$ cat src/fqm_pkg.sv
// ----------------------------------------------------------------------------
// fqm_pkg: shared types and constants for the min-tracking queue
// Command codes, decoded operation codes, result status codes and the
// word that travels from the front end to the execution back end.
// ----------------------------------------------------------------------------
package fqm_pkg;

    // command codes as they arrive on the input port
    localparam logic [2:0] CMD_ENQUEUE = 3'd0;
    localparam logic [2:0] CMD_DEQUEUE = 3'd1;
    localparam logic [2:0] CMD_FRONT   = 3'd2;
    localparam logic [2:0] CMD_SIZE    = 3'd3;
    localparam logic [2:0] CMD_CLEAR   = 3'd4;
    localparam logic [2:0] CMD_MIN     = 3'd5;

    // decoded operation codes carried through the command queue
    typedef logic [2:0] t_op_code;
    localparam t_op_code OP_ENQUEUE = 3'd0;
    localparam t_op_code OP_DEQUEUE = 3'd1;
    localparam t_op_code OP_FRONT   = 3'd2;
    localparam t_op_code OP_SIZE    = 3'd3;
    localparam t_op_code OP_CLEAR   = 3'd4;
    localparam t_op_code OP_MIN     = 3'd5;
    localparam t_op_code OP_BAD     = 3'd6;

    // result status codes
    localparam logic [1:0] ST_OK   = 2'd0;
    localparam logic [1:0] ST_ERR  = 2'd1;
    localparam logic [1:0] ST_DATA = 2'd2;

    localparam logic signed [31:0] INT_MAX = 32'sh7FFF_FFFF;

    typedef struct packed {
        t_op_code           code;
        logic signed [31:0] value;
    } t_op;

    // back-end status seen by the top level
    typedef struct packed {
        logic               empty;
        logic               scanning;
        logic signed [31:0] minimum;
    } t_back_stat;

endpackage

$ cat src/fqm_cmd_queue.sv
// ----------------------------------------------------------------------------
// fqm_cmd_queue: two-entry queue between front end and back end
// Holds decoded operations so that intake and execution stall separately.
// ----------------------------------------------------------------------------
module fqm_cmd_queue import fqm_pkg::*; (
    input  logic i_clk,
    input  logic i_rst_n,
    input  logic i_push,
    input  t_op  i_op,
    output logic o_full,
    output logic o_valid,
    input  logic i_pop,
    output t_op  o_op
);

    t_op        r_slot [2];
    logic       r_wr_ptr, n_wr_ptr;
    logic       r_rd_ptr, n_rd_ptr;
    logic [1:0] r_cnt, n_cnt;
    logic       pop;

    assign o_full  = (r_cnt == 2'd2);
    assign o_valid = (r_cnt != 2'd0);
    assign o_op    = r_slot[r_rd_ptr];
    assign pop     = i_pop && o_valid;

    always_comb begin
        n_wr_ptr = r_wr_ptr ^ i_push;
        n_rd_ptr = r_rd_ptr ^ pop;
        n_cnt    = r_cnt + {1'b0, i_push} - {1'b0, pop};
    end

    always_ff @(posedge i_clk) begin
        if (!i_rst_n) begin
            r_wr_ptr <= 1'b0;
            r_rd_ptr <= 1'b0;
            r_cnt    <= 2'd0;
        end else begin
            r_wr_ptr <= n_wr_ptr;
            r_rd_ptr <= n_rd_ptr;
            r_cnt    <= n_cnt;
        end
    end

    // hold payload until overwritten
    always_ff @(posedge i_clk) begin
        if (i_push) begin
            r_slot[r_wr_ptr] <= i_op;
        end
    end

endmodule

$ cat config.mk
export PLATFORM = sky130hd
export DESIGN_NAME = fqm_cmd_queue
export DESIGN_NICKNAME = d
export VERILOG_FILES = /design/src/fqm_pkg.sv /design/src/fqm_cmd_queue.sv
export SDC_FILE = /design/constraint.sdc
export NUM_CORES = 1
export LEC_CHECK = 0
export ABC_AREA = 1
export BUFFER_PORTS_ARGS = -buffer_cell sky130_fd_sc_hd__buf_2
export CELL_PAD_IN_SITES_DETAIL_PLACEMENT = 1
export CELL_PAD_IN_SITES_GLOBAL_PLACEMENT = 2
export CORE_ASPECT_RATIO = 0.9
export CORE_MARGIN = 5
export CORE_UTILIZATION = 38
export CTS_CLUSTER_DIAMETER = 40
export CTS_CLUSTER_SIZE = 24
export DETAILED_ROUTE_END_ITERATION = 8
export GPL_ROUTABILITY_DRIVEN = 0
export PLACE_DENSITY = 0.85
export SLEW_MARGIN = 20
export SYNTH_ARGS = -nofsm -noshare
export SYNTH_HDL_FRONTEND = slang
export SYNTH_SLANG_ARGS = --single-unit
$ cat constraint.sdc
create_clock -name i_clk -period 1.8 [get_ports i_clk]
set_input_delay 0.36 -clock i_clk [delete_from_list [all_inputs] [get_ports i_clk]]
set_output_delay 0.36 -clock i_clk [all_outputs]
set_load 0.005 [all_outputs]
==> reports/results.ini, run 1 <==
[place]
port_buffers = 75
place_area_um2 = 3420
dp_slack_ps = 309.7
dp.cells = 317
hpwl_um = 4186

[yosys]
synth_cells = 144
syn_nets = 187
synth.distinct_cells = 12
synth_flop_cell = edfxtp_1
synthesis.area_um2 = 2932
synthTopCellsByCount = 70 x edfxtp_1, 30 x mux2_4, 9 x inv_1
synth_warnings = 0
synth_most_common_cell = edfxtp_1
synth-async-reset-ratio_pct = 0
ys_ff_latch = 75
synth_edf_count = 70
synth.largest_area_cell = edfxtp_1
ys_seq_area_share_pct = 75.12
synth_area_leaders = edfxtp_1 72%, mux2_4 15%, dfxtp_1 3.4%, buf_12 2.0%, mux2_2 1.9%
yosys.area.top_type_share_pct = 71.70
syn_area_per_cell_um2 = 20.36

[power_and_ir_drop]
power.leakage_nw = 1.472
pwr_density_cell_nw_per_um2 = 1170
ir_worst_vdd_v = 0.0005043
p_total_mw = 4.246

[floorplanning]
start_util_pct = 38.86
fp.dieArea_um2 = 9574
coreArea_um2 = 7545
pin_count = 76
rows = 30
dieWidth_um = 102.6
chipHeight_um = 93.33

[global_route]
grt-ovfl-total = 0
antenna_found_initial = 0
grt_pass1_wl_um = 8507
track_usage_pct = 12.29
grt_pass1_vias = 1707
grt_max_degree = 24

[routing]
met2_length_um = 2964
wl_met3_um = 460
drc = 0
viasPerCell = 4.611
routed.top_layer = met4
drt-initial-drc-count = 32
dr.pass1.iters = 3
wirelength_um = 5794
dr_total_vias = 1540
antenna_left = 0
routedWlPerCell_um = 17.35
met1Wirelength_um = 2301

[critical_path]
crit_path_top_delay_cell = dfxtp_4
required_ps = 1440
arrival_ps = 1370
path_cells = buf_12 -> mux2_2 -> buf_2
slowest_delay_ps = 390
critPathMaxFanout = 11
path_buf_inv = 2
cp-start-kind = flip-flop
worstSetupEndpointType = output pin
crit_family = flip-flops
path_class = flip-flop to output pin

[flow_run]
maxCapViolCount = 0

[timing]
finalHoldViolations = 0
skew_ps = 6.467
period_share_pct = 96.12
setup_violations = 0
fmax_mhz = 578.0
timing.final.max_slew_violations = 0
tns_ps = 0
fin_ws_ps = 69.77
slew_headroom_pct = 78.31
min_period_ps = 1730
rsz0062_at_grt = false
worst-slew-pin-transition_ps = 325.4

[layout]
layout-drive-gt1-share_pct = 56.72
syn_to_final_growth_pct = 23.86
nets = 276
final_cells = 334
final_area_um2 = 3631
num_antenna_cells = 0

[hold_path]
hp-class = input pin to flip-flop

[clock_network]
numCtsBuffers = 9
cts_tree = built
clk_pin_slew_ps = 80
cts_setup_buffers = 0
clock-sinks = 75
clockRootBuffer = clkbuf_8
clock_latency_ps = 330
cts_max_path_buffers = 2
postCtsHoldBufs = 0
htree_levels = 3

[outcome]
status = completed

==> metal layers <==
layer,global-route usage [%],up-vias
met2,21.08,56
met3,4.698,6
met5,0,-
li1,-,715
met4,4.918,0
met1,13.59,763
==> area by class of cell <==
class | instances | area (µm²)
well taps | 96 | 120.1
repair buffers | 82 | 470.5
multi-input cells | 56 | 633.1
fillers | 774 | 3914
clock buffers | 9 | 123.9
inverters | 9 | 33.78
flip-flops and latches | 75 | 2206
clock inverters | 7 | 43.79
==> worst paths after layout <==
path / cells past startpoint / startpoint / slack (ps) / endpoint
max: 3 / flip-flop / 70 / o_op[1]
min reg2reg: 2 / r_rd_ptr / 510 / r_rd_ptr
max reg2reg: 10 / r_cnt[0] / 410 / r_cnt[1]
min: 1 / i_op[11] / 210 / r_slot[0][11]
==> sequential cells by signal, summed over array words and instances (netlist names), named ones only <==
register,count
r_wr_ptr,1
r_cnt,2
r_rd_ptr,1
r_slot,70
==> where the power goes <==
part	total [mW]	switching, mW	internal [mW]
Combinational	1.05	0.457	0.589
Clock	1.09	0.593	0.495
Sequential	2.11	0.0588	2.05
==> repair_timing <==
item,4_1_cts,5_1_grt
endpoints found under the hold margin,0,0
endpoints found under the setup margin,13,5
cloned,0,1
resized for setup,1,4
==> logic make-up (layout without fill, tap and decap cells) <==
logic type	count (synthesis)	count (layout)	share of synthesized area [%]
fa+ha+maj	4	4	1.707
compound gates	1	1	0.1706
flops	75	75	75.12
mux	35	35	17.29
simple gates	16	16	2.134
buf+inv	13	107	3.585
==> metrics by stage <==
| step | hold slack [ps] | util (%) |
|---|---|---|
| floorplan | 453.5 | - |
| global placement | 499.8 | 45.32 |
| detailed placement | 502.1 | 45.32 |
| CTS | 182.9 | 47.60 |
| global route | 172.5 | 48.13 |
| finish | 209.2 | 48.13 |
==> cells in the final DEF, fill, tap and decap left out <==
master and instances:
nor2_1 8, dfxtp_1 4, inv_1 9, ha_2 2, mux2_2 4, buf_12 2
clkinvlp_4 1, clkinv_4 1, clkbuf_16 1, mux2_4 31, inv_6 1, clkinv_1 1
buf_2 75, dfxtp_4 1, nand2_1 6, a21oi_1 1, clkinv_2 3, ha_1 2
clkbuf_8 9, nand3_1 2, buf_4 4, edfxtp_1 70
==> worst reg2reg max path: stages (launching register included) <==
cell	delay, ps
dfxtp_1	360
nor2_1	50
nor2_1	130
ha_1	250
inv_1	50
ha_1	150
inv_1	50
nand2_1	70
nand3_1	80
nand2_1	60
nor2_1	30
Power figures use the tool's default switching activity.
==> run 2: changes to the inputs <==
==> constraint.sdc (replaced) <==
create_clock -name i_clk -period 1.86 [get_ports i_clk]
set_input_delay 0.372 -clock i_clk [delete_from_list [all_inputs] [get_ports i_clk]]
set_output_delay 0.372 -clock i_clk [all_outputs]
set_load 0.005 [all_outputs]
==> run 2 against run 1 <==
First-iteration DRC count up 6.3%. Largest power group unchanged. Largest cell class unchanged. Worst setup slack better by 4.9 ps. Critical endpoint is now o_op[0]. Sequential power decreased by 4%. Routed wire length down 3.6%. Via count shrank 0.91%.
==> reports/results.ini, run 2 (synthesis gave the netlist of run 1 again) <==
[outcome]
status = completed

[critical_path]
crit_path_top_delay_cell = mux2_2
arrival_ps = 1410  ; +40 ps
slowest_delay_ps = 370  ; -20 ps
critPathMaxFanout = 22  ; +11
path_class = flip-flop to output pin
path_buf_inv = 2  ; unchanged
r2r_slack_ps = 490  ; +80 ps
cp.depth = 3  ; unchanged
cp-start-kind = flip-flop
worstSetupEndpointType = output pin
path_cells = buf_12 -> mux2_2 -> buf_2
r2r-start = r_cnt[1]
required_ps = 1490  ; +50 ps
crit_path_end = o_op[0]
crit_family = multiplexers
ff2ff_path_depth = 9  ; -1
r2r_end = r_cnt[1]

[global_route]
antenna_found_initial = 0  ; unchanged
grt_pass1_wl_um = 8231  ; -3.2%
grt_pass1_vias = 1654  ; -3.1%
grt-ovfl-total = 0  ; unchanged
grt_max_degree = 24  ; unchanged
track_usage_pct = 11.91  ; -0.38 points

[timing]
skew_ps = 10.71  ; +4.243 ps
min_period_ps = 1785
finalHoldViolations = 0  ; unchanged
period_share_pct = 95.98
rsz0062_at_grt = true
setup_violations = 0  ; unchanged
worst-slew-pin-transition_ps = 318.4  ; -7.026 ps
timing.final.max_slew_violations = 0  ; unchanged
fin_ws_ps = 74.70  ; +4.936 ps
fmax_mhz = 560.1
tns_ps = 0  ; unchanged
slew_headroom_pct = 78.77  ; +0.47 points

[place]
dp.cells = 317  ; unchanged
hpwl_um = 4087  ; -2.4%
place_area_um2 = 3420  ; unchanged
dp_slack_ps = 357.4  ; +47.72 ps
port_buffers = 75  ; unchanged

[routing]
viasPerCell = 4.596  ; -0.31%
antenna_left = 0  ; unchanged
dr.pass1.iters = 4  ; +1
drc = 0  ; unchanged
dr_total_vias = 1526  ; -0.91%
routedWlPerCell_um = 16.82  ; -3.0%
drt-initial-drc-count = 34  ; +6.3%
wirelength_um = 5585  ; -3.6%

[layout]
fillers = 745  ; -3.7%
reg_top3 = r_slot (70), r_cnt (2)
largest_register_ffs = 70  ; unchanged
final_common_cell = buf_2
final_area_um2 = 3612  ; -0.52%
layout_common_cells = 75 x buf_2, 70 x edfxtp_1, 30 x mux2_4, 9 x inv_1, 9 x clkbuf_8
regMostFlops = r_slot
num_antenna_cells = 0  ; unchanged
final_core_util_pct = 47.88  ; -0.25 points
final_cells = 332  ; -0.60%
syn_to_final_growth_pct = 23.22
layout-drive-gt1-share_pct = 56.36  ; -0.37 points
nets = 275  ; -0.36%

[clock_network]
clk_pin_slew_ps = 80  ; about the same
htree_levels = 3  ; unchanged
cts_tree = built
clock-sinks = 75  ; unchanged
numCtsBuffers = 9  ; unchanged
cts_setup_buffers = 0  ; unchanged
cts_max_path_buffers = 2  ; unchanged
clockRootBuffer = clkbuf_8
clock_latency_ps = 340  ; about the same

[flow_run]
maxCapViolCount = 0  ; unchanged

[power_and_ir_drop]
ir_worst_vdd_v = 0.0004554  ; -9.7%
pwr_density_cell_nw_per_um2 = 1157  ; -1.0%
power.leakage_nw = 1.466  ; -0.45%

[hold_path]
hp-start = i_op[29]
hp-class = input pin to flip-flop

[floorplanning]
coreArea_um2 = 7545  ; unchanged
dieWidth_um = 102.6  ; unchanged
rows = 30  ; unchanged
chipHeight_um = 93.33  ; unchanged
fp.dieArea_um2 = 9574  ; unchanged
pin_count = 76  ; unchanged
start_util_pct = 38.86  ; unchanged

-- run 2: area by class of cell --
cell class / instances / area (µm²) / area share (%)
inverter: 9 / 33.78 / 0.9352
timing repair buffer: 81 / 436.7 / 12.09
clock buffer: 9 / 123.9 / 3.429
clock inverter: 6 / 65.06 / 1.801
multi-input combinational: 56 / 629.4 / 17.42
sequential: 75 / 2203 / 61.00
tap: 96 / 120.1 / 3.325
-- run 2: worst min-delay path by stage --
stage	end	slack [ps]	depth (start not counted)
detailed placement	r_rd_ptr	500	2
finish	r_slot[1][29]	220	1
CTS	r_slot[1][29]	190	1
global route	r_slot[1][29]	190	1
floorplan	r_cnt[0]	470	2
global placement	r_rd_ptr	500	2
-- run 2: where the power goes --
group	switching [mW]	total, mW	internal [mW]
combinational	0.431	0.958	0.527
sequential	0.0466	2.03	1.99
clock	0.574	1.19	0.617
total	1.05	4.18	3.13
-- run 2: routing by layer --
layer / global-route usage (%) / routed length, µm / share of wire, % / vias up
met4: 2.951 / 18 / 0.32 / 0
met5: 0 / 0 / 0 / -
met2: 20.91 / 2912 / 52 / 53
met1: 12.75 / 2163 / 39 / 758
li1: - / - / - / 713
met3: 5.742 / 491 / 8.8 / 2
-- run 2: what timing repair did --
action,in CTS,in global routing
endpoints found under the setup margin,0,13
hold buffers,0,0
resized for setup,0,1
-- run 2: metrics by stage --
step	total power [mW]	hold WS, ps
finish	4.181	218.3
global route	4.423	191.9
CTS	4.265	191.4
detailed placement	3.050	499.1
global placement	3.016	501.0
floorplan	2.747	465.5
